[config.mk]
export PLATFORM = sky130hd
export DESIGN_NAME = zigzag_pivot_detector
export DESIGN_NICKNAME = d
export VERILOG_FILES = /design/src/sv/zzp_pkg.sv /design/src/sv/zzp_front.sv /design/src/sv/zzp_queue.sv /design/src/sv/zzp_back.sv /design/src/sv/zigzag_pivot_detector.sv
export SDC_FILE = /design/constraint.sdc
export NUM_CORES = 2
export LEC_CHECK = 0
export ABC_CLOCK_PERIOD_IN_PS = 33800
export BUFFER_PORTS_ARGS = -buffer_cell sky130_fd_sc_hd__buf_4
export CORE_AREA = 2 2 393 395
export CTS_CLUSTER_SIZE = 16
export DETAILED_ROUTE_END_ITERATION = 10
export DIE_AREA = 0 0 395 397
export GPL_ROUTABILITY_DRIVEN = 0
export PLACE_DENSITY = 0.69
export SETUP_SLACK_MARGIN = 0.1
export SYNTH_ARGS = -nofsm -noshare
export SYNTH_HDL_FRONTEND = slang
export SYNTH_SLANG_ARGS = --single-unit
[constraint.sdc]
create_clock -name clk -period 33.8 [get_ports clk]
set_input_delay 6.76 -clock clk [delete_from_list [all_inputs] [get_ports clk]]
set_output_delay 6.76 -clock clk [all_outputs]
set_load 0.05 [all_outputs]
[src/sv/zzp_pkg.sv]
// Shared constants, types and record layouts for the zigzag pivot detector.
package zzp_pkg;

  // Series and sample sizing.
  localparam longint unsigned MAX_LEN = 64'd65536;
  localparam int SAMPLE_BITS = 32;

  // Fixed field widths.
  localparam int SAMPLE_W   = 32;
  localparam int IDX_W      = 16;
  localparam int UP_W       = 24;
  localparam int DOWN_W     = 17;
  localparam int FRAC_BITS  = 16;
  localparam int CFG_DATA_W = 24;
  localparam int CFG_IDX_W  = 2;

  // Product widths for the ratio tests.
  localparam int UPROD_W = UP_W + SAMPLE_W;
  localparam int DPROD_W = DOWN_W + SAMPLE_W;

  // Highest position that the index can hold.
  localparam logic [IDX_W-1:0] IDX_LIMIT =
    (MAX_LEN - 64'd1 > 64'd65535) ? {IDX_W{1'b1}} : IDX_W'(MAX_LEN - 64'd1);

  // Mask that keeps the significant sample bits.
  localparam logic [SAMPLE_W-1:0] SAMPLE_MASK =
    (SAMPLE_BITS >= SAMPLE_W) ? {SAMPLE_W{1'b1}} :
    SAMPLE_W'((64'd1 << SAMPLE_BITS) - 64'd1);

  // Register reset values.
  localparam logic [UP_W-1:0]   UP_RATIO_RST   = 24'd68813;
  localparam logic [DOWN_W-1:0] DOWN_RATIO_RST = 17'd62259;

  // Register indexes on the configuration port.
  typedef enum logic [CFG_IDX_W-1:0] {
    REG_UP_RATIO   = 2'd0,
    REG_DOWN_RATIO = 2'd1,
    REG_MARK_FIRST = 2'd2
  } cfg_reg_t;

  // Pivot kinds.
  localparam logic KIND_VALLEY = 1'b0;
  localparam logic KIND_PEAK   = 1'b1;

  // One result record.
  typedef struct packed {
    logic [IDX_W-1:0] index;
    logic             kind;
    logic             end_of_run;
    logic             overflowed;
  } pivot_rec_t;

  // All results caused by one input, packed from slot zero up.
  localparam int MAX_RESULTS = 3;
  localparam int RES_CNT_W   = 2;

  typedef struct packed {
    logic [RES_CNT_W-1:0]             count;
    pivot_rec_t [MAX_RESULTS-1:0]     recs;
  } bundle_t;

  // Queue between front and back.
  localparam int QDEPTH = 4;
  localparam int QPTR_W = $clog2(QDEPTH);
  localparam int QCNT_W = $clog2(QDEPTH + 1);

endpackage

[src/sv/zzp_front.sv]
// Front end: configuration registers, series state and per-sample classification.
module zzp_front
  import zzp_pkg::*;
(
  input  logic                  clk,
  input  logic                  rst_n,
  input  logic                  cfg_we,
  input  logic [CFG_IDX_W-1:0]  cfg_index,
  input  logic [CFG_DATA_W-1:0] cfg_data,
  input  logic                  in_push,
  input  logic [SAMPLE_W-1:0]   in_sample,
  input  logic                  in_last,
  input  logic                  q_full,
  output logic                  bundle_push,
  output bundle_t               bundle
);

  // Configuration registers.
  logic [UP_W-1:0]   up_r;
  logic [DOWN_W-1:0] down_r;
  logic              mark_first_r;

  // Series state.
  logic                decided_r, decided_nxt;
  logic                trend_r, trend_nxt;
  logic                fe_r, fe_nxt;
  logic                so_r, so_nxt;
  logic [IDX_W-1:0]    cnt_r, cnt_nxt;
  logic [SAMPLE_W-1:0] fs_r, fs_nxt;
  logic [SAMPLE_W-1:0] pv_r, pv_nxt;
  logic [IDX_W-1:0]    pp_r, pp_nxt;
  logic [SAMPLE_W-1:0] min_v_r, min_v_nxt;
  logic [IDX_W-1:0]    min_p_r, min_p_nxt;
  logic [SAMPLE_W-1:0] max_v_r, max_v_nxt;
  logic [IDX_W-1:0]    max_p_r, max_p_nxt;

  // Step working signals.
  logic                 accept;
  logic [SAMPLE_W-1:0]  x;
  logic [IDX_W-1:0]     pos;
  logic                 first;
  logic [SAMPLE_W-1:0]  up_opnd, dn_opnd;
  logic [UPROD_W-1:0]   prod_up;
  logic [DPROD_W-1:0]   prod_dn;
  logic [UPROD_W-1:0]   x_scaled;
  logic                 rise_c, fall_c;
  logic                 hit;
  logic [RES_CNT_W-1:0] n;
  pivot_rec_t [MAX_RESULTS-1:0] recs;
  logic                 end_kind;

  // Index zero goes out at most once per series.
  function automatic logic may_emit(input logic [IDX_W-1:0] idx, input logic done0);
    return (idx != '0) || !done0;
  endfunction

  function automatic pivot_rec_t make_rec(input logic [IDX_W-1:0] idx, input logic kind,
                                          input logic ovf);
    pivot_rec_t r;
    r.index      = idx;
    r.kind       = kind;
    r.end_of_run = 1'b0;
    r.overflowed = ovf;
    return r;
  endfunction

  assign accept = in_push && !q_full;
  assign x      = in_sample & SAMPLE_MASK;
  assign pos    = so_r ? IDX_LIMIT : cnt_r;
  assign first  = (cnt_r == '0) && !so_r;

  // Ratio products against the stored reference values. Once decided, both test
  // the pivot; before that, the rise tests the running minimum and the fall the maximum.
  assign up_opnd  = decided_r ? pv_r : min_v_r;
  assign dn_opnd  = decided_r ? pv_r : max_v_r;
  assign prod_up  = UPROD_W'(up_r) * UPROD_W'(up_opnd);
  assign prod_dn  = DPROD_W'(down_r) * DPROD_W'(dn_opnd);
  assign x_scaled = UPROD_W'({x, {FRAC_BITS{1'b0}}});
  assign rise_c   = x_scaled >= prod_up;
  assign fall_c   = x_scaled <= UPROD_W'(prod_dn);

  // Classification of one sample and the results it causes.
  always_comb begin
    decided_nxt = decided_r;
    trend_nxt   = trend_r;
    fe_nxt      = fe_r;
    so_nxt      = so_r;
    cnt_nxt     = cnt_r;
    fs_nxt      = fs_r;
    pv_nxt      = pv_r;
    pp_nxt      = pp_r;
    min_v_nxt   = min_v_r;
    min_p_nxt   = min_p_r;
    max_v_nxt   = max_v_r;
    max_p_nxt   = max_p_r;
    n           = '0;
    recs        = '0;
    hit         = 1'b0;
    end_kind    = 1'b0;

    if (first) begin
      fs_nxt    = x;
      min_v_nxt = x;
      min_p_nxt = '0;
      max_v_nxt = x;
      max_p_nxt = '0;
    end else if (!decided_r) begin
      if (rise_c) begin
        hit       = 1'b1;
        trend_nxt = (min_p_r != '0);
      end else if (fall_c) begin
        hit       = 1'b1;
        trend_nxt = (max_p_r == '0);
      end else begin
        if (x > max_v_r) begin
          max_v_nxt = x;
          max_p_nxt = pos;
        end
        if (x < min_v_r) begin
          min_v_nxt = x;
          min_p_nxt = pos;
        end
      end
      // The first decision takes the running extreme of the new trend as the pivot.
      if (hit) begin
        decided_nxt = 1'b1;
        pv_nxt      = trend_nxt ? max_v_r : min_v_r;
        pp_nxt      = trend_nxt ? max_p_r : min_p_r;
        if (mark_first_r && may_emit('0, fe_nxt)) begin
          fe_nxt  = 1'b1;
          recs[n] = make_rec('0, trend_nxt, so_r);
          n       = n + 2'd1;
        end
      end
    end

    // Tracking of the extreme since the last pivot. The pivot after a fresh
    // decision equals the operand that the matching test already used.
    if (!first && (decided_r || hit)) begin
      if (trend_nxt) begin
        if (fall_c) begin
          if (may_emit(pp_nxt, fe_nxt)) begin
            fe_nxt  = fe_nxt | (pp_nxt == '0);
            recs[n] = make_rec(pp_nxt, KIND_PEAK, so_r);
            n       = n + 2'd1;
          end
          trend_nxt = 1'b0;
          pv_nxt    = x;
          pp_nxt    = pos;
        end else if (x > pv_nxt) begin
          pv_nxt = x;
          pp_nxt = pos;
        end
      end else begin
        if (rise_c) begin
          if (may_emit(pp_nxt, fe_nxt)) begin
            fe_nxt  = fe_nxt | (pp_nxt == '0);
            recs[n] = make_rec(pp_nxt, KIND_VALLEY, so_r);
            n       = n + 2'd1;
          end
          trend_nxt = 1'b1;
          pv_nxt    = x;
          pp_nxt    = pos;
        end else if (x < pv_nxt) begin
          pv_nxt = x;
          pp_nxt = pos;
        end
      end
    end

    if (in_last) begin
      // A series that ends undecided picks its trend from first against final sample.
      if (!decided_nxt) begin
        trend_nxt = !(fs_nxt < x);
        pp_nxt    = trend_nxt ? max_p_nxt : min_p_nxt;
        if (mark_first_r && may_emit('0, fe_nxt)) begin
          fe_nxt  = 1'b1;
          recs[n] = make_rec('0, trend_nxt, so_r);
          n       = n + 2'd1;
        end
      end
      // End mark on the final sample.
      end_kind = (pp_nxt == pos) ? trend_nxt : !trend_nxt;
      if (may_emit(pos, fe_nxt)) begin
        fe_nxt  = fe_nxt | (pos == '0);
        recs[n] = make_rec(pos, end_kind, so_r);
        n       = n + 2'd1;
      end
      if (n != '0) begin
        recs[n - 2'd1].end_of_run = 1'b1;
      end
      // Clear the series for the next one.
      decided_nxt = 1'b0;
      trend_nxt   = 1'b0;
      fe_nxt      = 1'b0;
      so_nxt      = 1'b0;
      cnt_nxt     = '0;
      fs_nxt      = '0;
      pv_nxt      = '0;
      pp_nxt      = '0;
      min_v_nxt   = '0;
      min_p_nxt   = '0;
      max_v_nxt   = '0;
      max_p_nxt   = '0;
    end else begin
      if (n != '0) begin
        recs[n - 2'd1].end_of_run = 1'b1;
      end
      // The position counter saturates at the index limit.
      if (!so_r) begin
        if (cnt_r >= IDX_LIMIT) begin
          so_nxt = 1'b1;
        end else begin
          cnt_nxt = cnt_r + 1'b1;
        end
      end
    end
  end

  assign bundle_push  = accept && (n != '0);
  assign bundle.count = n;
  assign bundle.recs  = recs;

  // Configuration writes.
  always_ff @(posedge clk) begin
    if (!rst_n) begin
      up_r         <= UP_RATIO_RST;
      down_r       <= DOWN_RATIO_RST;
      mark_first_r <= 1'b0;
    end else if (cfg_we) begin
      case (cfg_reg_t'(cfg_index))
        REG_UP_RATIO:   up_r         <= cfg_data[UP_W-1:0];
        REG_DOWN_RATIO: down_r       <= cfg_data[DOWN_W-1:0];
        REG_MARK_FIRST: mark_first_r <= cfg_data[0];
        default: ;
      endcase
    end
  end

  // Series state update on every accepted sample.
  always_ff @(posedge clk) begin
    if (!rst_n) begin
      decided_r <= 1'b0;
      trend_r   <= 1'b0;
      fe_r      <= 1'b0;
      so_r      <= 1'b0;
      cnt_r     <= '0;
      fs_r      <= '0;
      pv_r      <= '0;
      pp_r      <= '0;
      min_v_r   <= '0;
      min_p_r   <= '0;
      max_v_r   <= '0;
      max_p_r   <= '0;
    end else if (accept) begin
      decided_r <= decided_nxt;
      trend_r   <= trend_nxt;
      fe_r      <= fe_nxt;
      so_r      <= so_nxt;
      cnt_r     <= cnt_nxt;
      fs_r      <= fs_nxt;
      pv_r      <= pv_nxt;
      pp_r      <= pp_nxt;
      min_v_r   <= min_v_nxt;
      min_p_r   <= min_p_nxt;
      max_v_r   <= max_v_nxt;
      max_p_r   <= max_p_nxt;
    end
  end

endmodule

[src/sv/zzp_queue.sv]
// Short queue of result groups between the front end and the output stage.
module zzp_queue
  import zzp_pkg::*;
(
  input  logic    clk,
  input  logic    rst_n,
  input  logic    push,
  input  bundle_t din,
  input  logic    pop,
  output bundle_t dout,
  output logic    full,
  output logic    empty
);

  bundle_t             mem_r [QDEPTH];
  logic [QPTR_W-1:0]   wr_ptr_r, wr_ptr_nxt;
  logic [QPTR_W-1:0]   rd_ptr_r, rd_ptr_nxt;
  logic [QCNT_W-1:0]   cnt_r, cnt_nxt;
  logic                do_push, do_pop;

  assign full    = (cnt_r == QCNT_W'(QDEPTH));
  assign empty   = (cnt_r == '0);
  assign do_push = push && !full;
  assign do_pop  = pop && !empty;
  assign dout    = mem_r[rd_ptr_r];

  // Pointer and fill count bookkeeping.
  always_comb begin
    wr_ptr_nxt = do_push ? wr_ptr_r + 1'b1 : wr_ptr_r;
    rd_ptr_nxt = do_pop ? rd_ptr_r + 1'b1 : rd_ptr_r;
    cnt_nxt    = cnt_r;
    if (do_push && !do_pop) begin
      cnt_nxt = cnt_r + 1'b1;
    end else if (do_pop && !do_push) begin
      cnt_nxt = cnt_r - 1'b1;
    end
  end

  always_ff @(posedge clk) begin
    if (!rst_n) begin
      wr_ptr_r <= '0;
      rd_ptr_r <= '0;
      cnt_r    <= '0;
    end else begin
      wr_ptr_r <= wr_ptr_nxt;
      rd_ptr_r <= rd_ptr_nxt;
      cnt_r    <= cnt_nxt;
    end
  end

  // Storage needs no reset.
  always_ff @(posedge clk) begin
    if (do_push) begin
      mem_r[wr_ptr_r] <= din;
    end
  end

endmodule

[src/sv/zzp_back.sv]
// Output stage: holds one result group and hands out its records one per request.
module zzp_back
  import zzp_pkg::*;
(
  input  logic             clk,
  input  logic             rst_n,
  input  logic             q_empty,
  input  bundle_t          q_head,
  output logic             q_pop,
  input  logic             out_pop,
  output logic             out_empty,
  output logic [IDX_W-1:0] out_pivot_index,
  output logic             out_pivot_kind,
  output logic             out_end_of_run,
  output logic             out_overflowed
);

  bundle_t              hold_r, hold_nxt;
  logic                 hold_v_r, hold_v_nxt;
  logic [RES_CNT_W-1:0] sel_r, sel_nxt;
  logic                 pop_ok, last_sel, need_load;
  pivot_rec_t           cur;

  assign pop_ok    = out_pop && hold_v_r;
  assign last_sel  = (sel_r == hold_r.count - 2'd1);
  assign need_load = !hold_v_r || (pop_ok && last_sel);
  assign q_pop     = need_load && !q_empty;

  // Move to the next record, or fetch the next group once this one is done.
  always_comb begin
    hold_nxt   = hold_r;
    hold_v_nxt = hold_v_r;
    sel_nxt    = sel_r;
    if (need_load) begin
      hold_v_nxt = !q_empty;
      sel_nxt    = '0;
      if (!q_empty) begin
        hold_nxt = q_head;
      end
    end else if (pop_ok) begin
      sel_nxt = sel_r + 2'd1;
    end
  end

  always_ff @(posedge clk) begin
    if (!rst_n) begin
      hold_v_r <= 1'b0;
      sel_r    <= '0;
    end else begin
      hold_v_r <= hold_v_nxt;
      sel_r    <= sel_nxt;
    end
  end

  always_ff @(posedge clk) begin
    hold_r <= hold_nxt;
  end

  // Current record on the result ports.
  assign cur             = hold_r.recs[sel_r];
  assign out_empty       = !hold_v_r;
  assign out_pivot_index = cur.index;
  assign out_pivot_kind  = cur.kind;
  assign out_end_of_run  = cur.end_of_run;
  assign out_overflowed  = cur.overflowed;

endmodule

[src/sv/zigzag_pivot_detector.sv]
// Top level of the zigzag pivot detector: front end, group queue and output stage.
//
//   channel  direction  handshake        payload
//   in_      input      in_push/in_full   in_sample[31:0], in_last
//   out_     output     out_empty/out_pop out_pivot_index[15:0], out_pivot_kind,
//                                         out_end_of_run, out_overflowed
//   cfg_     input      cfg_we            cfg_index[1:0], cfg_data[23:0]
//
// A sample is classified in the cycle it is accepted, one per cycle while in_full
// is low; the ratio multiply and compare against stored values sets that cycle.
// Results are registered in the group queue, then in the output stage. The output
// stage delivers one result per cycle while out_pop is high, so samples that cause
// two or three results fill the four-group queue; in_full rises only when full.
// Synchronous active-low reset clears all state and restores the register defaults.
module zigzag_pivot_detector
  import zzp_pkg::*;
(
  input  logic                  clk,
  input  logic                  rst_n,
  input  logic                  cfg_we,
  input  logic [CFG_IDX_W-1:0]  cfg_index,
  input  logic [CFG_DATA_W-1:0] cfg_data,
  input  logic                  in_push,
  output logic                  in_full,
  input  logic [SAMPLE_W-1:0]   in_sample,
  input  logic                  in_last,
  output logic                  out_empty,
  input  logic                  out_pop,
  output logic [IDX_W-1:0]      out_pivot_index,
  output logic                  out_pivot_kind,
  output logic                  out_end_of_run,
  output logic                  out_overflowed
);

  logic    bundle_push;
  bundle_t bundle;
  bundle_t q_head;
  logic    q_pop, q_full, q_empty;

  assign in_full = q_full;

  zzp_front u_front (
    .clk         (clk),
    .rst_n       (rst_n),
    .cfg_we      (cfg_we),
    .cfg_index   (cfg_index),
    .cfg_data    (cfg_data),
    .in_push     (in_push),
    .in_sample   (in_sample),
    .in_last     (in_last),
    .q_full      (q_full),
    .bundle_push (bundle_push),
    .bundle      (bundle)
  );

  zzp_queue u_queue (
    .clk   (clk),
    .rst_n (rst_n),
    .push  (bundle_push),
    .din   (bundle),
    .pop   (q_pop),
    .dout  (q_head),
    .full  (q_full),
    .empty (q_empty)
  );

  zzp_back u_back (
    .clk             (clk),
    .rst_n           (rst_n),
    .q_empty         (q_empty),
    .q_head          (q_head),
    .q_pop           (q_pop),
    .out_pop         (out_pop),
    .out_empty       (out_empty),
    .out_pivot_index (out_pivot_index),
    .out_pivot_kind  (out_pivot_kind),
    .out_end_of_run  (out_end_of_run),
    .out_overflowed  (out_overflowed)
  );

  // An idle output stage picks up a waiting group in the next cycle.
  a_back_loads : assert property (@(posedge clk) disable iff (!rst_n)
    (!q_empty && out_empty) |=> !out_empty)
    else $error("output stage did not load a waiting result group");

  // A group written by the front end is in the queue in the next cycle.
  a_group_queued : assert property (@(posedge clk) disable iff (!rst_n)
    bundle_push |=> !q_empty)
    else $error("result group was lost on its way into the queue");

  // A stored group always holds at least one result.
  a_group_nonempty : assert property (@(posedge clk) disable iff (!rst_n)
    bundle_push |-> (bundle.count != '0))
    else $error("empty result group written to the queue");

  // Reset leaves both channels idle.
  a_reset_idle : assert property (@(posedge clk)
    !rst_n |=> (out_empty && !in_full))
    else $error("channels not idle after reset");

endmodule
======== Yosys cells after proc, flatten, opt, wreduce, memory -nomap -nowiden ========
Memory sizes are Yosys's and may differ from the RTL's. A register that Yosys moved wholly into a read port is not among the register bits.
Cells that the tools add are included.
word-level totals
  bits in registers ....................... 248
  latch bits .............................. 0
  memory bits (writable) .................. 236
  memory bits (read-only) ................. 0
  input port bits ......................... 64
  output and inout bits ................... 21
  logic and storage cells ................. 276
  memories kept ........................... 1
cells by class
  $add $sub $neg .......................... 12
  multipliers ............................. 2
  div/mod/pow operators ................... 0
  magnitude comparators ................... 19
  equal/unequal tests ..................... 10
  shift operators ......................... 0
  mux-type cells .......................... 152
  bitwise gates (word level) .............. 3
  reduce and logical (&&, ||, !) cells .... 57
memories
  name           depth  bits a word  read ports  clocked after Yosys merged registers in  write ports  line             text
  u_queue.mem_r  4      59           1           1                                        1            zzp_queue.sv:15  bundle_t mem_r [QDEPTH];
operators by type and width
  kind                     count
  $mux W32                 27
  $mux W57                 14
  $mux W16                 30
  $bwmux W57               6
  $demux W19 S2            5
  $mux W19                 7
  $lt A32 B32 Y1           3
  $gt A32 B32 Y1           2
  $ge A48 B56 Y1           1
  $mul A24 B32 Y56         1
  $le A48 B49 Y1           1
  $mul A17 B32 Y49         1
  $logic_not A16 Y1        3
  $reduce_bool A16 Y1      3
  $mux W1                  43
  $bmux W19 S2             1
  $mux W2                  16
  $logic_and A1 B1 Y1      18
  $lt A2 B3 Y1 const B     6
  $add A16 B1 Y16 const B  1
  $eq A16 B16 Y1           1
  $ge A16 B16 Y1 const B   1
  $logic_not A1 Y1         13
  $add A2 B1 Y2 const B    6
  other kinds (23)         45

======== Depth between registers and ports, before layout ========
  depth after elaboration ................. 34
  gate-level depth with buffers ........... 70
  gate-level depth less buffers ........... 62

======== Hierarchy ========
From an unflattened synthesis, not the netlist that was laid out.
second synthesis, totals
  cells, all modules ...................... 7,745
  area total of the unflattened synthesis .. 71,362.2 µm²
by module, submodules not included
  module     times used  cells each  area each (µm²)  sequential area each (µm²)
  zzp_front  1           7,243       59,995.0         4,764.6
  zzp_queue  1           357         8,999.9          7,267.0
  zzp_back   1           145         2,367.3          1,831.8

======== Worst setup path after synthesis ========
No wires, ideal clock.
  kind .................................... flip-flop to flip-flop
  start point ............................. register u_front.decided_r
  end point ............................... memory u_queue.mem_r[0][40] (netlist name) (data pin)
  setup time .............................. 0.204 ns
  arrival ................................. 14.762 ns
  data required time ...................... 33.596 ns
  setup slack ............................. 18.834 ns
  stages on the path, launching flop included .. 63
  buffers on the path ..................... 8
  period minus slack after synthesis ...... 14.966 ns
  cell sequence ........................... dfxtp_1 > clkbuf_1 > clkbuf_1 > clkbuf_1 > nand2_1 > o21ai_1 > clkbuf_1 > nand2_1 > fa_1 > inv_1 > fa_1 > fa_1 > inv_1 > fa_1 > fa_1 > inv_1 > fa_1 > ha_1 > (+27 left out) > o211ai_1 > o21ai_0 > ha_1 > a21o_1 > a21o_1 > a221o_1 > a21o_1 > a211o_1 > a211oi_1 > o211ai_1 > a21boi_0 > nand3_1 > o211ai_1 > nor2_1 > buf_2 > a311o_1 > a2111o_1 > o311ai_2
RTL lines
  item                      line              text
  start: declaration        zzp_front.sv:24   logic decided_r, decided_nxt;
  start signal: assignment  zzp_front.sv:256  decided_r <= decided_nxt;
  end: declaration          zzp_queue.sv:15

==> summary.txt <==
Place
  • Placement Cell Area: between 70000 and 80000 um2
  • Placed cells: between 9000 and 10000
  • Post-detail-place hpwl: approximately 150000 um
  • Buffers added on ports: 84

Min path
  • Worst hold path class: flop to flop

GRT
  • Initial antenna violation count: 9
  • First-pass GRT wire length: 327000 um
  • Pin count of the biggest net entering global routing: 97
  • Total GRT Usage: 26.4%
  • Vias in the first global route: 58500
  • Total grt overflow: 0

Timing
  • Final Hold Viols: 0
  • Min cycle time layout: about 18000 ps
  • Final setup viols: 0
  • Setup TNS: 0 ps
  • Max Fclk: 55.8 MHz
  • Clk_skew: between 90 and 100 ps
  • Period utilization: 53.0%
  • Final Max Tran Viols: 0
  • RSZ-0062 raised after global routing: no
  • Pin slew with the least headroom to its limit: approximately 1200 ps
  • Slew headroom: between 20% and 30%

Final layout
  • Design Area, Final: 76300 um2
  • Storage cell area: 13800 um2
  • Fin util: 49.9%
  • Fill cells: 14000
  • P&R area growth vs syn: 6.71%
  • Final #Nets: 9332
  • Non-Filler Instances: about 9700
  • Share of cells above drive strength 1: under 10%
  • Multi-input gate area: 51400 um2
  • Most common cell after layout, fill and taps aside: nand2_1
  • Commonest cells after routing, fill and taps aside: 1315 x nand2_1, 1310 x inv_1, 1108 x fa_1

Yosys
  • Flop and latch count out of synthesis: 543
  • Yosys cell types: 110
  • Post-synth EDFFs: 295
  • Post-Synthesis Cells: just under 8000
  • Sequential-to-total area share from yosys stat: 19.3%
  • Synthesized cell area: 71500 um2
  • Syn_nets: 9476
  • Syn Area/Cell: 9.17 um2
  • Fraction of registers with async set/reset: 0%
  • Synth warn: 0
  • Top FF cell, synth: edfxtp_1

Clocking
  • H-tree levels: 2
  • CTS Buffer Depth: 3
  • Postcts setup bufs: 0
  • Worst-Skew Late Latency: 690 ps
  • CTS Hold Bufs: 0
  • Post-cts sizing count: 0
  • Clock-pin slew on the worst setup and hold paths: 70 ps
  • CTS tree: done
  • # clock sinks: ~540
  • Clock root buffer: clkbuf_16
  • CTS Buf Count: 57

Worst setup path
  • Worst EP required: 34200 ps
  • Critical Path Sink: u_queue.mem_r[3][40]$_DFFE_PP_
  • CP Capture Type: flop
  • Crit path kind: flop to flop
  • Critical R2R Capture: u_queue.mem_r[3][40]$_DFFE_PP_
  • Crit path DAT: roughly 18000 ps
  • Max incr delay on CP: 860 ps
  • CP max-delay cell: buf_4
  • Worst-path fanout max: between 50 and 60
  • Critical path startpoint: u_front.decided_r$_SDFFE_PN0P_
  • FF-to-FF setup slack: 15890 ps
  • Worst flop-to-flop path startpoint: u_front.decided_r$_SDFFE_PN0P_
  • CP Launch Type: flop
  • R2r worst-path depth: ~60

Drt
  • Via density: 5.72
  • Drt initial violations: 5008
  • Routed Antenna Nets: 0
  • Total number of vias: 55800
  • WL/cell: around 21 um
  • DRC violations left: 0
  • Drt pass-1 iters: 9
  • Final Routed Wirelength: 205000 um

Floorplanning
  • Core Region: 153000 um2
  • Die ar.: 157000 um2
  • Site Rows: 144
  • Chip width: 395 um
  • I/O Pins: 85
  • Die Height: 397 um
  • Initial core utilization: 46.7%

Pwr
  • Static Leak: 33.8 nW
  • Pwr Density: 43.8 nW/um2
  • Total power: ~3.3 mW
  • IR drop worst, VDD: around 0.042 mV

Run status
  • Outcome: complete, no violations

Run
  • Maxcap violations: 0
==> per-layer routing <==
metal / part of all wire, % / vias up / global-route usage, %
met4: 4.8 / 4 / 11.6
met5: 0.0073 / - / 0
met3: 9.0 / 534 / 4.36
met2: 46 / 2571 / 42.4
li1: - / 24600 / -
met1: 40 / 28000 / 35.2
==> layout make-up <==
class | instances | share of cell area (%)
clock buffers | 73 | 2.03
flip-flops and latches | 543 | 18.1
inverters | 1310 | 6.45
clock inverters | 33 | 0.436
multi-input cells | 5514 | 67.4
repair buffers | 222 | 2.19
well taps | 2044 | 3.35
diodes | 1 | 0.00328
==> cell families after synthesis <==
| group | synth area share, % |
|---|---|
| compound gates | 10.5 |
| xor+xnor | 1.26 |
| fa+ha+maj | 40.0 |
| buf+inv | 9.23 |
| flops | 19.3 |
| mux | 2.71 |
| simple gates | 17.0 |
==> flip-flops by register name (all words and copies together), names as in the netlist, 2 cells and up <==
name / flops
u_front.min_p_r: 16
u_queue.wr_ptr_r: 2
u_front.down_r: 17
u_front.up_r: 24
u_front.cnt_r: 16
u_back.sel_r: 2
u_front.pv_r: 32
u_back.hold_r: 59
u_front.fs_r: 32
u_queue.mem_r: 236
u_front.pp_r: 16
u_front.min_v_r: 32
u_queue.rd_ptr_r: 2
u_front.max_p_r: 16
u_queue.cnt_r: 3
u_front.max_v_r: 32
==> stage by stage <==
step / hold WS [ps] / worst slack, ps
floorplan: 443 / 18830
global placement: 451 / 16770
detailed placement: 457 / 16230
CTS: 467 / 16100
global route: 485 / 14830
finish: 465 / 15890
==> synthesized netlist by cell type (14+ instances only) <==
master / count / area share [%]
o211ai_1: 63 / 0.66
o21ai_0: 270 / 1.9
nand3_1: 88 / 0.62
or2_2: 21 / 0.18
a221oi_1: 16 / 0.20
mux2_2: 19 / 0.30
nand4_1: 55 / 0.48
and2_1: 522 / 4.6
a21o_1: 77 / 0.81
mux2i_1: 33 / 0.46
o21a_1: 22 / 0.23
xor2_1: 40 / 0.49
a31oi_1: 25 / 0.22
clkbuf_1: 374 / 2.0
dfxtp_1: 248 / 6.9
nor2_1: 213 / 1.1
a22oi_1: 118 / 1.2
inv_1: 1310 / 6.9
nor4_1: 34 / 0.30
o21ai_1: 47 / 0.33
buf_2: 30 / 0.21
nand2b_1: 20 / 0.18
buf_1: 14 / 0.074
nor2b_1: 137 / 1.2
a21oi_1: 180 / 1.3
a21boi_0: 98 / 1.0
o22ai_1: 16 / 0.14
xnor2_1: 63 / 0.77
nor3_1: 43 / 0.30
o21bai_1: 15 / 0.16
nand2_1: 1316 / 6.9
or3_1: 27 / 0.24
and3_1: 25 / 0.22
edfxtp_1: 295 / 12
a22o_1: 18 / 0.22
fa_1: 1108 / 31
mux4_2: 59 / 1.9
ha_1: 512 / 9.0
a211oi_1: 31 / 0.33
==> how the worst min path moves through the flow <==
stage / from / slack [ps] / cells past startpoint / endpoint
2_1_floorplan: u_front.max_v_r[10]$_SDFFE_PN0P_ / 440 / 2 / u_front.max_v_r[10]$_SDFFE_PN0P_
3_3_place_gp: u_front.up_r[7]$_SDFFE_PN1P_ / 450 / 2 / u_front.up_r[7]$_SDFFE_PN1P_
3_5_place_dp: u_front.up_r[7]$_SDFFE_PN1P_ / 460 / 2 / u_front.up_r[7]$_SDFFE_PN1P_
4_1_cts: u_front.max_v_r[27]$_SDFFE_PN0P_ / 470 / 2 / u_front.max_v_r[27]$_SDFFE_PN0P_
5_1_grt: u_front.max_v_r[14]$_SDFFE_PN0P_ / 480 / 2 / u_front.max_v_r[14]$_SDFFE_PN0P_
6_report: u_front.max_v_r[30]$_SDFFE_PN0P_ / 460 / 2 / u_front.max_v_r[30]$_SDFFE_PN0P_
==> power breakdown <==
group	switching, mW	internal [mW]
Combinational	1.18	0.703
Sequential	0.0374	0.794
Clock	0.277	0.349
==> worst max-delay path: cells and delay by family, from the launching register on <==
family	cells	cell delay [ps]
multiplexers	2	550
buffers and inverters	6	1900
AO/OA/AOI/OAI	30	7690
flip-flops	1	720
adder cells (fa/ha/maj)	9	3550
AND/OR/NAND/NOR	12	3120
(Power assumes the default switching activity.)
